### config.mk
export PLATFORM = sky130hd
export DESIGN_NAME = cmrb_ctrl
export DESIGN_NICKNAME = d
export VERILOG_FILES = /design/src/design/cmrb_pkg.sv /design/src/design/cmrb_ctrl.sv
export SDC_FILE = /design/constraint.sdc
export NUM_CORES = 1
export LEC_CHECK = 0
export BUFFER_PORTS_ARGS = -buffer_cell sky130_fd_sc_hd__buf_2
export CAP_MARGIN = 20
export CORE_AREA = 2 2 146 148
export DETAILED_ROUTE_END_ITERATION = 6
export DIE_AREA = 0 0 148 150
export GPL_TIMING_DRIVEN = 0
export SYNTH_ARGS = -nofsm -noshare
export SYNTH_HDL_FRONTEND = slang
export SYNTH_SLANG_ARGS = --single-unit
### constraint.sdc
create_clock -name i_clk -period 2.8 [get_ports i_clk]
set_input_delay 0.42 -clock i_clk [delete_from_list [all_inputs] [get_ports i_clk]]
set_output_delay 0.42 -clock i_clk [all_outputs]
set_load 0.01 [all_outputs]
### src/design/cmrb_pkg.sv
// Shared types, constants and helpers for the multichannel capture ring.
// Used by every module of the block; depends on nothing else.
`default_nettype none

package cmrb_pkg;

    // Ring geometry.
    localparam int BUFFER_DEPTH  = 256;
    localparam int CHANNEL_COUNT = 9;
    localparam int HALF_DEPTH    = BUFFER_DEPTH / 2;
    localparam int IDX_W         = $clog2(BUFFER_DEPTH);
    localparam int CNT_W         = $clog2(BUFFER_DEPTH + 1);
    localparam int CH_SEL_W      = (CHANNEL_COUNT > 1) ? $clog2(CHANNEL_COUNT) : 1;

    // Decimation divider after reset.
    localparam logic [7:0] DIV_RESET = 8'd1;

    // Function codes of an input item.
    localparam logic [2:0] FUNC_SAMPLE = 3'd0;
    localparam logic [2:0] FUNC_PAUSE  = 3'd1;
    localparam logic [2:0] FUNC_HALF   = 3'd2;
    localparam logic [2:0] FUNC_RESUME = 3'd3;
    localparam logic [2:0] FUNC_READ   = 3'd4;

    // One input item.
    typedef struct packed {
        logic [2:0]         func;
        logic signed [15:0] sample_ua;
        logic signed [15:0] sample_ub;
        logic signed [15:0] sample_uc;
        logic signed [15:0] sample_ia;
        logic signed [15:0] sample_ib;
        logic signed [15:0] sample_ic;
        logic signed [15:0] sample_urot;
        logic signed [15:0] sample_irot;
        logic signed [15:0] sample_iexc;
        logic [3:0]         read_channel;
        logic [8:0]         read_index;
    } t_in_item;

    // One result item.
    typedef struct packed {
        logic signed [15:0] read_value;
        logic [8:0]         stored_count;
        logic               full_res;
        logic               paused;
        logic [7:0]         oldest_index;
        logic [7:0]         half_index;
        logic [7:0]         newest_index;
    } t_out_item;

    // Ring status after an item's effect.
    typedef struct packed {
        logic [8:0] stored_count;
        logic       full_res;
        logic       paused;
        logic [7:0] oldest_index;
        logic [7:0] half_index;
        logic [7:0] newest_index;
    } t_status;

    // Write of one point into all channel banks.
    typedef struct packed {
        logic                               en;
        logic [IDX_W-1:0]                   addr;
        logic [CHANNEL_COUNT-1:0][15:0]     data;
    } t_wr;

    // Read request for one stored value.
    typedef struct packed {
        logic                ok;
        logic [CH_SEL_W-1:0] ch;
        logic [IDX_W-1:0]    addr;
    } t_rd;

    // Ring position sum, wrapped once at the depth.
    function automatic logic [31:0] wrap_add(input logic [31:0] a, input logic [31:0] b);
        logic [31:0] r;
        r = a + b;
        if (r >= 32'(BUFFER_DEPTH)) begin
            r = r - 32'(BUFFER_DEPTH);
        end
        return r;
    endfunction

endpackage

`default_nettype wire

### src/design/cmrb_ctrl.sv
// Ring control: decimator, write index, point count and pause mark.
// Depends on cmrb_pkg; drives the sample banks and the status of each item.
`default_nettype none

module cmrb_ctrl (
    input  wire logic              i_clk,
    input  wire logic              i_rst_n,
    input  wire logic              i_cfg_we,
    input  wire logic [7:0]        i_cfg_data,
    input  wire logic              i_in_acc,
    input  wire cmrb_pkg::t_in_item i_in_item,
    output cmrb_pkg::t_wr          o_wr,
    output cmrb_pkg::t_rd          o_rd,
    output cmrb_pkg::t_status      o_status
);

    logic [7:0]                     r_div;
    logic [cmrb_pkg::IDX_W-1:0]     r_widx, n_widx;
    logic [cmrb_pkg::CNT_W-1:0]     r_count, n_count;
    logic [cmrb_pkg::CNT_W-1:0]     r_pause, n_pause;
    logic [7:0]                     r_skip, n_skip;
    logic [8:0][15:0]               all_samples;
    logic [31:0]                    widx32, start32, half32, end32, count32, ch32, ix32;

    // Channel values in channel order.
    assign all_samples[0] = i_in_item.sample_ua;
    assign all_samples[1] = i_in_item.sample_ub;
    assign all_samples[2] = i_in_item.sample_uc;
    assign all_samples[3] = i_in_item.sample_ia;
    assign all_samples[4] = i_in_item.sample_ib;
    assign all_samples[5] = i_in_item.sample_ic;
    assign all_samples[6] = i_in_item.sample_urot;
    assign all_samples[7] = i_in_item.sample_irot;
    assign all_samples[8] = i_in_item.sample_iexc;

    // Next state for the accepted item, and the point write it causes.
    always_comb begin
        widx32    = 32'(r_widx);
        n_widx    = r_widx;
        n_count   = r_count;
        n_pause   = r_pause;
        n_skip    = r_skip;
        o_wr.en   = 1'b0;
        o_wr.addr = r_widx;
        o_wr.data = all_samples[cmrb_pkg::CHANNEL_COUNT-1:0];
        if (i_in_acc) begin
            unique case (i_in_item.func)
                cmrb_pkg::FUNC_SAMPLE: begin
                    n_skip = r_skip + 8'd1;
                    if (r_skip >= r_div) begin
                        n_skip = 8'd0;
                        if (widx32 != 32'(r_pause)) begin
                            o_wr.en = 1'b1;
                            n_widx  = cmrb_pkg::IDX_W'(cmrb_pkg::wrap_add(widx32, 32'd1));
                            if (32'(r_count) < 32'(cmrb_pkg::BUFFER_DEPTH)) begin
                                n_count = cmrb_pkg::CNT_W'(32'(r_count) + 32'd1);
                            end
                        end
                    end
                end
                cmrb_pkg::FUNC_PAUSE: begin
                    n_pause = cmrb_pkg::CNT_W'(widx32);
                end
                cmrb_pkg::FUNC_HALF: begin
                    n_pause = cmrb_pkg::CNT_W'(
                        cmrb_pkg::wrap_add(widx32, 32'(cmrb_pkg::HALF_DEPTH)));
                end
                cmrb_pkg::FUNC_RESUME: begin
                    n_pause = cmrb_pkg::CNT_W'(cmrb_pkg::BUFFER_DEPTH);
                end
                default: begin
                end
            endcase
        end
    end

    // Read request; an out-of-range channel or index reads as zero.
    always_comb begin
        ch32 = 32'(i_in_item.read_channel);
        ix32 = 32'(i_in_item.read_index);
        o_rd.ok   = (i_in_item.func == cmrb_pkg::FUNC_READ)
                 && (ch32 < 32'(cmrb_pkg::CHANNEL_COUNT))
                 && (ix32 < 32'(cmrb_pkg::BUFFER_DEPTH));
        o_rd.ch   = ch32[cmrb_pkg::CH_SEL_W-1:0];
        o_rd.addr = ix32[cmrb_pkg::IDX_W-1:0];
    end

    // Status after the item's effect.
    always_comb begin
        count32 = 32'(n_count);
        start32 = (32'(n_pause) < 32'(cmrb_pkg::BUFFER_DEPTH)) ? 32'(n_pause) : 32'(n_widx);
        half32  = cmrb_pkg::wrap_add(start32, 32'(cmrb_pkg::HALF_DEPTH));
        end32   = cmrb_pkg::wrap_add(start32, 32'(cmrb_pkg::BUFFER_DEPTH - 1));
        o_status.stored_count = count32[8:0];
        o_status.full_res     = (count32 == 32'(cmrb_pkg::BUFFER_DEPTH));
        o_status.paused       = (32'(n_widx) == 32'(n_pause));
        o_status.oldest_index = start32[7:0];
        o_status.half_index   = half32[7:0];
        o_status.newest_index = end32[7:0];
    end

    // State registers.
    always_ff @(posedge i_clk) begin
        if (!i_rst_n) begin
            r_div   <= cmrb_pkg::DIV_RESET;
            r_widx  <= '0;
            r_count <= '0;
            r_pause <= cmrb_pkg::CNT_W'(cmrb_pkg::BUFFER_DEPTH);
            r_skip  <= '0;
        end else begin
            if (i_cfg_we) begin
                r_div <= i_cfg_data;
            end
            r_widx  <= n_widx;
            r_count <= n_count;
            r_pause <= n_pause;
            r_skip  <= n_skip;
        end
    end

endmodule

`default_nettype wire

==> flow_summary.toml <==
[outcome]
outcome = "finished with violations"
violations = "setup timing"

[synth]
yosys-top-cells-area = "buf_4 (30%), dfxtp_1 (21%), xnor2_1 (6.3%)"
ys_seq_area_share_pct = 20.9
syn_avg_cell_area_um2 = 8.10
netlist_instances = 498
yosysTopAreaCellShare_pct = 30.4
ys.flop_type = "dfxtp_1"
ys_types = 55
synthesis.nets = 683
yosysWarnings = 0
syn_area_mm2 = 0.00403
async_reset_ff_share_pct = 0
synth-edff-count = 0
synth_top_cell_by_area = "buf_4"
synth.ff_latch_count = 42

[finish]
stdcell_area_mm2 = 0.00658
nets = 941
syn_to_final_growth_pct = 63.2
drive_above_1_share_pct = 67.9
finalNonFillerCells = 1032
antenna-diode-count = 0

[place]
dpl.hpwl_mm = 11.0
port_buffers = 217
place_inst = 990
gp_congestion = 0.813
postPlaceCellArea_mm2 = 0.00559

[timing]
timing.final.crit_period_ns = 3.45
hold_slack_ns = 0.347
relSlewSlack_pct = 60.5
finalCritPeriodShare_pct = 123
timing.fmax_mhz = 290
skew_ns = 0.00633
finalHoldViolations = 0
worst_pin_slew_ns = 0.593
fin_ws_ns = -0.648
setup_viol = 33
rsz0062_at_grt = "yes"
final-max-slew-violation-count = 0

[clock_tree]
cts_hold_buffers = 0
clock_sinks = 42
clk_pin_slew_worst_paths_ns = 0.07
h-tree-depth = 2
clkLatencyLatePin_ns = 0.29
cts_buffer_depth = 2
cts_tree = "done"
cts_root_buffer = "clkbuf_16"
cts-buffers-inserted = 5

[worst_setup_path]
r2r_start = "r_skip[2]$_SDFFE_PN0P_"
r2r_slack_ns = 0.27
endpoint_kind = "output port"
r2r-end = "r_count[1]$_SDFF_PN0_"
crit_path_start_kind = "flop"
reg2reg_depth = 11
worstSetupPathType = "flop to output port"
worstPathRequired_ns = 2.38
arrival_ns = 3.03
critPathMaxFanout = 5

[global_routing]
grt_use_met1_pct = 12.1
gr-total-overflow = 0
grtUsageMet3_pct = 2.32
grt_use_total_pct = 10.7
use_met2_pct = 20.6
gr-max-usage-layer = "met2"
grt_pass1_wl_mm = 18.8
grt_max_degree = 14
antenna_found_initial = 0
grt_pass1_vias = 3641

[floorplanning]
initial_utilization_pct = 19.5
die_width_um = 148
die_area_mm2 = 0.0222
core_area_mm2 = 0.0207
die_h_um = 150
ios = 373
std_cell_rows = 53

[power_and_ir_drop]
pwr_density_cell_mw_per_mm2 = 323
ir_drop_v = 0.000196
p_leak_nw = 3.22

[run]
maxCapViolations = 0

[hold_path]
hp-class = "primary input to flop"
whs_path_depth = 3
min_from = "i_cfg_data[0]"
hold_end = "r_div[0]$_SDFFE_PN1P_"

[detailed_routing]
drtPass1Iterations = 4
vias_per_cell = 3.88
vias = 4006
wl_per_cell_um = 13.3
drcViolationCount = 0
ant_nets = 0
drtIter0Drc = 170
totalWireLength_mm = 13.7
-- Yosys cell counts, types with 3 or more instances --
cell	instances
dfxtp_1	42
o21ai_1	3
nor2_1	20
nor2b_1	21
xnor2_1	29
nor4_1	4
nand2b_1	4
nand4_1	4
nor3_1	6
a31oi_1	5
mux2i_1	11
buf_4	163
clkbuf_1	6
inv_1	23
a21oi_1	7
buf_2	8
xor2_1	11
o21ai_0	7
nand3_1	13
ha_1	13
nand2_1	31
and2_1	18
a22oi_1	4
o31a_1	4
o31ai_2	3
-- cell type report --
type / count / area [um2]
inverters: 24 / 103
plain buffers: 178 / 1310
repair buffers: 251 / 1470
fillers: 2155 / 14100
well taps: 275 / 344
clock inverters: 2 / 60.1
flip-flops and latches: 42 / 853
clock buffers: 6 / 139
multi-input cells: 254 / 2300
-- cells in the final DEF, fill, tap and decap left out, drive strengths merged, types with 3 or more instances in the layout --
cell type / synthesis / routed
ha: 13 / 13
clkbuf: 6 / 12
a21oi: 7 / 7
o31a: 4 / 4
a22oi: 4 / 4
o31ai: 5 / 5
dfxtp: 42 / 42
nand2b: 4 / 4
nor2: 20 / 20
nand2: 31 / 31
or2: 3 / 3
buf: 172 / 423
xor2: 11 / 11
mux2i: 11 / 11
inv: 24 / 24
nor4: 6 / 6
nand4: 4 / 4
a31oi: 5 / 5
o21ai: 11 / 11
nor3: 9 / 9
nor2b: 21 / 21
xnor2: 29 / 29
nand3: 14 / 14
and2: 18 / 18
-- worst max-delay path: stages (launching register included) --
cell and delay, ns:
dfxtp_2 0.36, ha_4 0.27, o21ai_2 0.04, a211o_1 0.31
o21ba_4 0.26, buf_4 0.14, or4_4 0.45, xor2_4 0.19
o21ai_4 0.12, nor4b_4 0.29, xnor2_1 0.14, buf_2 0.15
-- power by group --
part / switching (mW) / leakage, nW / internal [mW]
registers: 0.00615 / 0.344 / 0.608
clock network: 0.255 / 0.0971 / 0.536
logic: 0.325 / 2.77 / 0.394
-- worst max path at each step --
stage                                start           to  slack (ns)  depth (start not counted)
floorplan           r_skip[0]$_SDFFE_PN0P_  o_status[6]       -0.06                         14
global placement            i_in_item[159]  o_status[7]       -0.63                         11
detailed placement          i_in_item[159]  o_status[7]       -0.69                         11
CTS                 r_skip[0]$_SDFFE_PN0P_  o_status[7]       -0.68                         12
global route         r_div[2]$_SDFFE_PN0P_  o_status[7]       -0.80                         12
finish              r_skip[2]$_SDFFE_PN0P_  o_status[7]       -0.65                         11
-- metal layers --
metal | share of wire, % | routed length (um)
met2 | 54 | 7410
met1 | 37 | 5080
met5 | 0 | 0
met4 | 1.0 | 143
met3 | 7.9 | 1080
-- what timing repair did --
item	CTS	global route
setup endpoints to repair	34	35
gates cloned	1	0
resized for setup	67	38
setup buffers	20	14
pin swaps	27	23
-- per-stage QoR --
stage | total power [mW] | util (%) | TNS (ns) | worst slack (ns)
2_1_floorplan | 1.04 | - | -0.172 | -0.0628
3_3_place_gp | 1.24 | 27.0 | -6.27 | -0.635
3_5_place_dp | 1.25 | 27.0 | -6.70 | -0.686
4_1_cts | 2.12 | 30.3 | -9.80 | -0.684
5_1_grt | 2.22 | 31.8 | -14.94 | -0.795
6_report | 2.12 | 31.8 | -10.49 | -0.648
-- kinds of logic after synthesis --
kind of cell / synth area share (%)
AOI/OAI and AO/OA: 9.78
xor gates and xnor gates: 8.69
adders and majority gates: 4.03
buffers and inverters: 34.4
DFF: 20.9
muxes: 3.29
and+or+nand+nor: 18.9
-- state kept, by name, summed over array words and instances, names as in the netlist --
register and flops:
r_widx 8, r_pause 9, r_skip 8, r_div 8, r_count 9
No activity file was read; power rests on OpenSTA's default activity.
