## src/design/cmrb_pkg.sv

```systemverilog
// Shared types, constants and helpers for the multichannel capture ring.
// Used by every module of the block; depends on nothing else.
`default_nettype none

package cmrb_pkg;

    // Ring geometry.
    localparam int BUFFER_DEPTH  = 256;
    localparam int CHANNEL_COUNT = 9;
    localparam int HALF_DEPTH    = BUFFER_DEPTH / 2;
    localparam int IDX_W         = $clog2(BUFFER_DEPTH);
    localparam int CNT_W         = $clog2(BUFFER_DEPTH + 1);
    localparam int CH_SEL_W      = (CHANNEL_COUNT > 1) ? $clog2(CHANNEL_COUNT) : 1;

    // Decimation divider after reset.
    localparam logic [7:0] DIV_RESET = 8'd1;

    // Function codes of an input item.
    localparam logic [2:0] FUNC_SAMPLE = 3'd0;
    localparam logic [2:0] FUNC_PAUSE  = 3'd1;
    localparam logic [2:0] FUNC_HALF   = 3'd2;
    localparam logic [2:0] FUNC_RESUME = 3'd3;
    localparam logic [2:0] FUNC_READ   = 3'd4;

    // One input item.
    typedef struct packed {
        logic [2:0]         func;
        logic signed [15:0] sample_ua;
        logic signed [15:0] sample_ub;
        logic signed [15:0] sample_uc;
        logic signed [15:0] sample_ia;
        logic signed [15:0] sample_ib;
        logic signed [15:0] sample_ic;
        logic signed [15:0] sample_urot;
        logic signed [15:0] sample_irot;
        logic signed [15:0] sample_iexc;
        logic [3:0]         read_channel;
        logic [8:0]         read_index;
    } t_in_item;

    // One result item.
    typedef struct packed {
        logic signed [15:0] read_value;
        logic [8:0]         stored_count;
        logic               full_res;
        logic               paused;
        logic [7:0]         oldest_index;
        logic [7:0]         half_index;
        logic [7:0]         newest_index;
    } t_out_item;

    // Ring status after an item's effect.
    typedef struct packed {
        logic [8:0] stored_count;
        logic       full_res;
        logic       paused;
        logic [7:0] oldest_index;
        logic [7:0] half_index;
        logic [7:0] newest_index;
    } t_status;

    // Write of one point into all channel banks.
    typedef struct packed {
        logic                               en;
        logic [IDX_W-1:0]                   addr;
        logic [CHANNEL_COUNT-1:0][15:0]     data;
    } t_wr;

    // Read request for one stored value.
    typedef struct packed {
        logic                ok;
        logic [CH_SEL_W-1:0] ch;
        logic [IDX_W-1:0]    addr;
    } t_rd;

    // Ring position sum, wrapped once at the depth.
    function automatic logic [31:0] wrap_add(input logic [31:0] a, input logic [31:0] b);
        logic [31:0] r;
        r = a + b;
        if (r >= 32'(BUFFER_DEPTH)) begin
            r = r - 32'(BUFFER_DEPTH);
        end
        return r;
    endfunction

endpackage

`default_nettype wire

```

## src/design/cmrb_outq.sv

```systemverilog
// Two-stage result queue: the read stage, then the output register.
// Depends on cmrb_pkg; takes status at acceptance and read data when the read stage moves on.
`default_nettype none

module cmrb_outq (
    input  wire logic             i_clk,
    input  wire logic             i_rst_n,
    input  wire logic             i_in_acc,
    input  wire cmrb_pkg::t_status i_status,
    input  wire logic signed [15:0] i_rd_value,
    input  wire logic             i_out_ready,
    output logic                  o_in_ready,
    output logic                  o_out_valid,
    output cmrb_pkg::t_out_item   o_out_item
);

    logic                 r_a_v;
    cmrb_pkg::t_status    r_a_status;
    logic                 r_b_v;
    cmrb_pkg::t_out_item  r_b_item;
    logic                 a_move;

    // The read stage moves on when the output register is free or drains.
    assign a_move     = r_a_v && (!r_b_v || i_out_ready);
    assign o_in_ready = !r_a_v || !r_b_v || i_out_ready;

    // Valid flags.
    always_ff @(posedge i_clk) begin
        if (!i_rst_n) begin
            r_a_v <= 1'b0;
            r_b_v <= 1'b0;
        end else begin
            if (i_in_acc) begin
                r_a_v <= 1'b1;
            end else if (a_move) begin
                r_a_v <= 1'b0;
            end
            if (a_move) begin
                r_b_v <= 1'b1;
            end else if (i_out_ready) begin
                r_b_v <= 1'b0;
            end
        end
    end

    // Payload registers.
    always_ff @(posedge i_clk) begin
        if (i_in_acc) begin
            r_a_status <= i_status;
        end
        if (a_move) begin
            r_b_item.read_value   <= i_rd_value;
            r_b_item.stored_count <= r_a_status.stored_count;
            r_b_item.full_res     <= r_a_status.full_res;
            r_b_item.paused       <= r_a_status.paused;
            r_b_item.oldest_index <= r_a_status.oldest_index;
            r_b_item.half_index   <= r_a_status.half_index;
            r_b_item.newest_index <= r_a_status.newest_index;
        end
    end

    assign o_out_valid = r_b_v;
    assign o_out_item  = r_b_item;

endmodule

`default_nettype wire

```

## config.mk

```make
export PLATFORM = sky130hd
export DESIGN_NAME = cmrb_outq
export DESIGN_NICKNAME = d
export VERILOG_FILES = /design/src/design/cmrb_pkg.sv /design/src/design/cmrb_outq.sv
export SDC_FILE = /design/constraint.sdc
export NUM_CORES = 1
export LEC_CHECK = 0
export BUFFER_PORTS_ARGS = -buffer_cell sky130_fd_sc_hd__buf_2
export CORE_MARGIN = 2
export CORE_UTILIZATION = 45
export CTS_BUF_LIST = sky130_fd_sc_hd__clkbuf_8
export CTS_CLUSTER_DIAMETER = 80
export DETAILED_ROUTE_END_ITERATION = 8
export HOLD_SLACK_MARGIN = 0.1
export PLACE_DENSITY = 0.75
export SYNTH_ARGS = -nofsm -noshare
export SYNTH_HDL_FRONTEND = slang
export SYNTH_SLANG_ARGS = --single-unit
export TNS_END_PERCENT = 1
```

## constraint.sdc

```tcl
create_clock -name i_clk -period 3.7 [get_ports i_clk]
set_input_delay 0.37 -clock i_clk [delete_from_list [all_inputs] [get_ports i_clk]]
set_output_delay 0.37 -clock i_clk [all_outputs]
set_load 0.1 [all_outputs]
```

==> results.tsv, run 1 <==
metric	value	unit
Post-DP HPWL	2851	microns
FFs w/ async S/R, synth	0	
most frequent cell after synthesis	edfxtp_1	
CP max FO	37	
CP Class	register to register	
Max Clk Rate	519.0	MHz
VDD IR max	0.3200	mV
Pint	1.520	mW
core area	0.005816	sq mm
Remaining DRCs	0	
CTS tree	yes	
vias	1307	
fraction of layout cells with a size suffix above 1	0.5780	
number of synthesized register bits	88	
minimum clock period	1.927	ns
Clk pin slew, worst setup/hold paths	0.08	ns
fin. max-slew vios	0	
Syn Inst Count	94	
Cell Pwr Density	597.6	mW/mm^2
net switching power figure	573.3	uW
Initial Utilization	0.4580	
Leak	1.383	nW
Clock power frac	0.301	
setup total negative slack	0	ns
FILL cells	444	
combinational share of power	0.134	
Hold Vio Cnt, Final	0	
largest area contributor in the netlist	edfxtp_1	
FP Rows	28	
vias in the first global route	1220	
prevailing post-synth register cell	edfxtp_1	
Arr. time, crit path	1.97	ns
Worst Setup SP	o_out_valid$_SDFFE_PN0P_	
# IOs	108	
status	finished, final reports clean	
IO buf count	107	
1st-iter DRT viols	55	
post-cts resize count	0	
Ys Warns	0	
clk buf depth	2	
wire per inst	13.74	microns
DIE AREA	0.006551	sq mm
total CTS buffers	9	
Post-synth top cells	edfxtp_1 (86), dfxtp_1 (2)	
fin util	0.6024	
setup bufs post-CTS	0	
cells on worst reg2reg path	3	
Final Setup Violations	0	
CTS sink cnt	88	
Tot GR Track Use	0.1252	
Root Driver	clkbuf_8	
sequential power share	0.565	
top cells by area, synth	edfxtp_1 (97%), dfxtp_1 (1.5%), a22o_1 (0.33%), nor2b_2 (0.33%), o21a_1 (0.28%)	
Period Utilization, post-route	0.5207	
Clock Skews	0.006418	ns
post-placement cell area	0.003308	sq mm
drt pass-1 iters	4	
reg2reg end	o_out_item[27]$_DFFE_PP_	
clock latency on the worst-skew pair	0.34	ns
Hold Crit Class	input pin to register	
CP endpoint kind	register	
drt via density	4.461	
ant diodes	0	
H-tree depth	3	
Netlist Area Pre-Place	0.002664	sq mm
RSZ-0062 raised after global routing	no	
CP Data Required Time	3.74	ns
Pwr Total	2.094	mW
register area share after synthesis	0.9845	
Setup crit start kind	register	
Post-Route WL	4025	microns
Worst R2R Start	o_out_valid$_SDFFE_PN0P_	
syn_area_per_cell	28.34	sq um
max cap viols	0	
Area Growth Syn to Fin	31.52	%
die width	80.94	microns
Hold-fix buffers, CTS	0	
Sw Ratio	0.2739	
die span in y	80.94	microns
Final Instance Area	0.003503	sq mm
Synth cell types	8	
number of synthesized flops with an enable pin	86	
CP endpoint	o_out_item[27]$_DFFE_PP_	
worst-margin pin slew	0.9673	ns
remaining global-route overflow	0	
remaining antenna violation count	0	
global-route wire length before repair	5630	microns
worst rel slew slack	0.3538	
GP Congestion	0.7123	
largest net degree at the start of global routing	38	
number of nets in the layout	268	
R2R Setup Slk	1.77	ns
top cell type's share of synthesized area	0.9695	
post-synthesis net count	149	
initial antenna violation count	0	
critical path, stage by stage, from the launching register on:
cell and delay, ns:
dfxtp_1 0.31, nor2b_2 0.18, nor2b_4 0.76, buf_4 0.37
worst min-delay path by stage:
stage                              from                        to  depth (start not counted)
4_1_cts                    i_status[26]  r_a_status[26]$_DFFE_PP_                          1
3_3_place_gp   r_a_status[29]$_DFFE_PP_  o_out_item[29]$_DFFE_PP_                          0
6_report                 i_rd_value[10]  o_out_item[45]$_DFFE_PP_                          1
2_1_floorplan   r_a_status[0]$_DFFE_PP_   o_out_item[0]$_DFFE_PP_                          0
3_5_place_dp   r_a_status[12]$_DFFE_PP_  o_out_item[12]$_DFFE_PP_                          0
5_1_grt                  i_rd_value[10]  o_out_item[45]$_DFFE_PP_                          1
cells by family (layout without fill, tap and decap cells):
| kind of cell | count (synthesis) | after routing | synth area share |
|---|---|---|---|
| buf+inv | 0 | 124 | 0 |
| simple gates | 4 | 4 | 0.009396 |
| flops | 88 | 88 | 0.9845 |
| compound gates | 2 | 2 | 0.006108 |
metrics by stage:
stage | setup slack, ns | hold slack (ns) | cells
after CTS | 1.699 | 0.1798 | 293
after floorplan | 0.9701 | 0.4003 | 94
after global routing | 1.621 | 0.1771 | 293
after detailed placement | 1.670 | 0.4045 | 277
final | 1.773 | 0.1977 | 293
after global placement | 1.714 | 0.4005 | 277
flip-flops by register name, summed over array words and instances (netlist names):
name,count
r_a_status,35
o_out_item,51
r_a_v,1
o_out_valid,1
placed cells by master, fill, tap and decap left out, drive strengths merged:
cell type    n
buf        108
edfxtp      86
clkbuf       9
clkinv       5
dfxtp        2
nor2b        2
and2         1
a22o         1
o21a         1
nand2        1
bufinv       1
inv          1
power groups by stage:
stage	clock, mW	combinational, mW	sequential [mW]
2_1_floorplan	0	0.0128	1.41
3_5_place_dp	0	0.283	1.21
4_1_cts	0.650	0.283	1.18
6_report	0.630	0.281	1.18
3_3_place_gp	0	0.281	1.20
5_1_grt	0.691	0.291	1.19
layer usage:
layer | vias to the layer above | track usage | part of all wire
met2 | 85 | 0.1975 | 0.47
li1 | 613 | - | -
met3 | 5 | 0.06111 | 0.12
met4 | 0 | 0.06102 | 0.0087
met1 | 604 | 0.1431 | 0.40
met5 | - | 0 | 0
layout make-up:
| class | count | area [sq um] | share of cell area |
|---|---|---|---|
| tap | 75 | 93.84 | 0.02679 |
| timing repair buffer | 108 | 543.0 | 0.1550 |
| clock buffer | 9 | 123.9 | 0.03536 |
| sequential | 88 | 2623 | 0.7486 |
| multi-input combinational | 6 | 48.80 | 0.01393 |
| clock inverter | 7 | 71.32 | 0.02036 |
Power figures use the tool's default switching activity.
==> run 2: changes to the inputs <==
==> constraint.sdc (replaced) <==
create_clock -name i_clk -period 2 [get_ports i_clk]
set_input_delay 0.2 -clock i_clk [delete_from_list [all_inputs] [get_ports i_clk]]
set_output_delay 0.2 -clock i_clk [all_outputs]
set_load 0.1 [all_outputs]
==> results.tsv, run 2 (synthesis gave the netlist of run 1 again) <==
metric	value	unit	change
reg2reg end	o_out_item[16]$_DFFE_PP_		was o_out_item[27]$_DFFE_PP_
FP Rows	28		unchanged
drt via density	4.392		was 4.461
net switching power figure	1.035	mW	was 573.3 uW
clock latency on the worst-skew pair	0.33	ns	was 0.34 ns
die span in y	80.94	microns	unchanged
combinational share of power	0.161		was 0.134
R2R Setup Slk	0.77	ns	was 1.77 ns
flip-flop count of the largest register after layout	51		unchanged
most frequent cells in the layout	buf_2 (107), edfxtp_1 (86), dlygate4sd3_1 (52)		was buf_2 (107), edfxtp_1 (86), clkbuf_8 (9)
remaining antenna violation count	0		unchanged
CP max stage cell	buf_2		was nor2b_4
Remaining DRCs	0		unchanged
vias	1511		was 1307
Worst R2R Start	o_out_valid$_SDFFE_PN0P_		unchanged
CP endpoint	o_in_ready		was o_out_item[27]$_DFFE_PP_
IO buf count	107		unchanged
Worst Setup SP	o_out_valid$_SDFFE_PN0P_		unchanged
initial antenna violation count	0		unchanged
fraction of layout cells with a size suffix above 1	0.4610		was 0.5780
Cell Pwr Density	942.6	mW/mm^2	was 597.6 mW/mm^2
FILL cells	382		was 444
GP Congestion	0.6930		was 0.7123
Setup crit start kind	register		unchanged
ordered cell list for the critical path	nor2b_2 -> nand2_1 -> buf_2		was nor2b_2 -> nor2b_4 -> buf_4
max cap viols	0		unchanged
cells on worst reg2reg path	3		unchanged
CTS sink cnt	88		unchanged
ant diodes	0		unchanged
remaining global-route overflow	0		unchanged
CTS tree	yes		unchanged
delay of the slowest cell on the worst path	0.42	ns	was 0.76 ns
worst rel slew slack	0.4836		was 0.3538
Pwr Total	3.767	mW	was 2.094 mW
Initial Utilization	0.4580		unchanged
1st-iter DRT viols	71		was 55
global-route wire length before repair	6837	microns	was 5630 microns
Hold-fix buffers, CTS	52		was 0
H-tree depth	3		unchanged
CP endpoint kind	output pin		was register
VDD IR max	0.6040	mV	was 0.3200 mV
total CTS buffers	9		unchanged
largest net degree at the start of global routing	52		was 38
sequential power share	0.581		was 0.565
status	finished, final reports clean		unchanged
Clk pin slew, worst setup/hold paths	0.07	ns	was 0.08 ns
Hold Crit Class	input pin to register		unchanged
dpl ws	0.7793	ns	was 1.670 ns
CP Data Required Time	1.80	ns	was 3.74 ns
setup bufs post-CTS	0		unchanged
Sw Ratio	0.2747		was 0.2739
cell family with most CP delay	buffers and inverters		was simple AND/OR/NAND/NOR gates
die width	80.94	microns	unchanged
Area Growth Syn to Fin	50.02	%	was 31.52%
number of nets in the layout	320		was 268
Post-Layout Cell Count	344		was 293
RSZ-0062 raised after global routing	no		unchanged
Tot GR Track Use	0.1478		was 0.1252
Arr. time, crit path	1.32	ns	was 1.97 ns
setup total negative slack	0	ns	unchanged
Pint	2.732	mW	was 1.520 mW
worst-margin pin slew	0.7746	ns	was 0.9673 ns
vias in the first global route	1479		was 1220
Leak	1.588	nW	was 1.383 nW
CP max FO	4		was 37
Hold Vio Cnt, Final	0		unchanged
drt pass-1 iters	4		unchanged
Clock Skews	0.003474	ns	was 0.006418 ns
fin. max-slew vios	0		unchanged
wire per inst	14.28	microns	was 13.74 microns
Period Utilization, post-route	0.7595		
core area	0.005816	sq mm	unchanged
# IOs	108		unchanged
Max Clk Rate	658.3	MHz	
Post-Route WL	4911	microns	was 4025 microns
most common cell after layout, fill and taps aside	buf_2		unchanged
DIE AREA	0.006551	sq mm	unchanged
CP Class	register to output pin		was register to register
Worst path depth	3		unchanged
Root Driver	clkbuf_8		unchanged
Bufs and invs on worst path	1		unchanged
Final Setup Violations	0		unchanged
post-cts resize count	0		unchanged
Clock power frac	0.258		was 0.301
minimum clock period	1.519	ns	
Cells after DPL	277		unchanged
Worst Slack Setup Final	0.4810	ns	was 1.773 ns
clk buf depth	2		unchanged
[run 2: routing by layer]
layer  up-vias  share of wire  global-route usage
met1       698           0.40              0.1669
met3         7          0.082             0.04000
met5         -              0                   0
met2        89           0.51              0.2570
li1        717              -                   -
met4         0          0.011             0.07627
[run 2: worst min path at each step]
stage,start,to,slack (ns),cells after the start
after global routing,i_out_ready,o_out_valid$_SDFFE_PN0P_,0.22,3
final,i_out_ready,o_out_valid$_SDFFE_PN0P_,0.21,3
after floorplan,i_rd_value[0],o_out_item[35]$_DFFE_PP_,0.30,0
after global placement,i_rd_value[15],o_out_item[50]$_DFFE_PP_,0.38,1
after detailed placement,i_status[28],r_a_status[28]$_DFFE_PP_,0.38,1
after CTS,i_out_ready,o_out_valid$_SDFFE_PN0P_,0.19,3
[run 2: worst register-to-register path, cell delays in order, from the launching register on]
cell     delay, ns
dfxtp_2       0.32
nor2b_2       0.18
nor2b_4       0.13
buf_12        0.26
[run 2: final cells by class]
class                   count  area, sq um  share of cell area
flip-flops and latches     88         2624              0.6565
repair buffers            160         1076              0.2693
clock buffers               9        123.9             0.03100
well taps                  75        93.84             0.02348
multi-input cells           6        48.80             0.01221
clock inverters             6        30.03            0.007514
[run 2: per-stage QoR]
step | cell area, sq um | hold slack (ns) | util
2_1_floorplan | 2673 | 0.2989 | -
3_3_place_gp | 3322 | 0.3771 | 0.5712
3_5_place_dp | 3322 | 0.3781 | 0.5712
4_1_cts | 3996 | 0.1927 | 0.6872
5_1_grt | 3996 | 0.2175 | 0.6872
6_report | 3996 | 0.2086 | 0.6872
[run 2: power groups by stage]
stage / combinational (mW) / clock [mW] / sequential (mW)
2_1_floorplan: 0.0249 / 0 / 2.60
3_3_place_gp: 0.523 / 0 / 2.22
3_5_place_dp: 0.527 / 0 / 2.23
4_1_cts: 0.605 / 1.00 / 2.19
5_1_grt: 0.628 / 1.08 / 2.20
6_report: 0.607 / 0.972 / 2.19
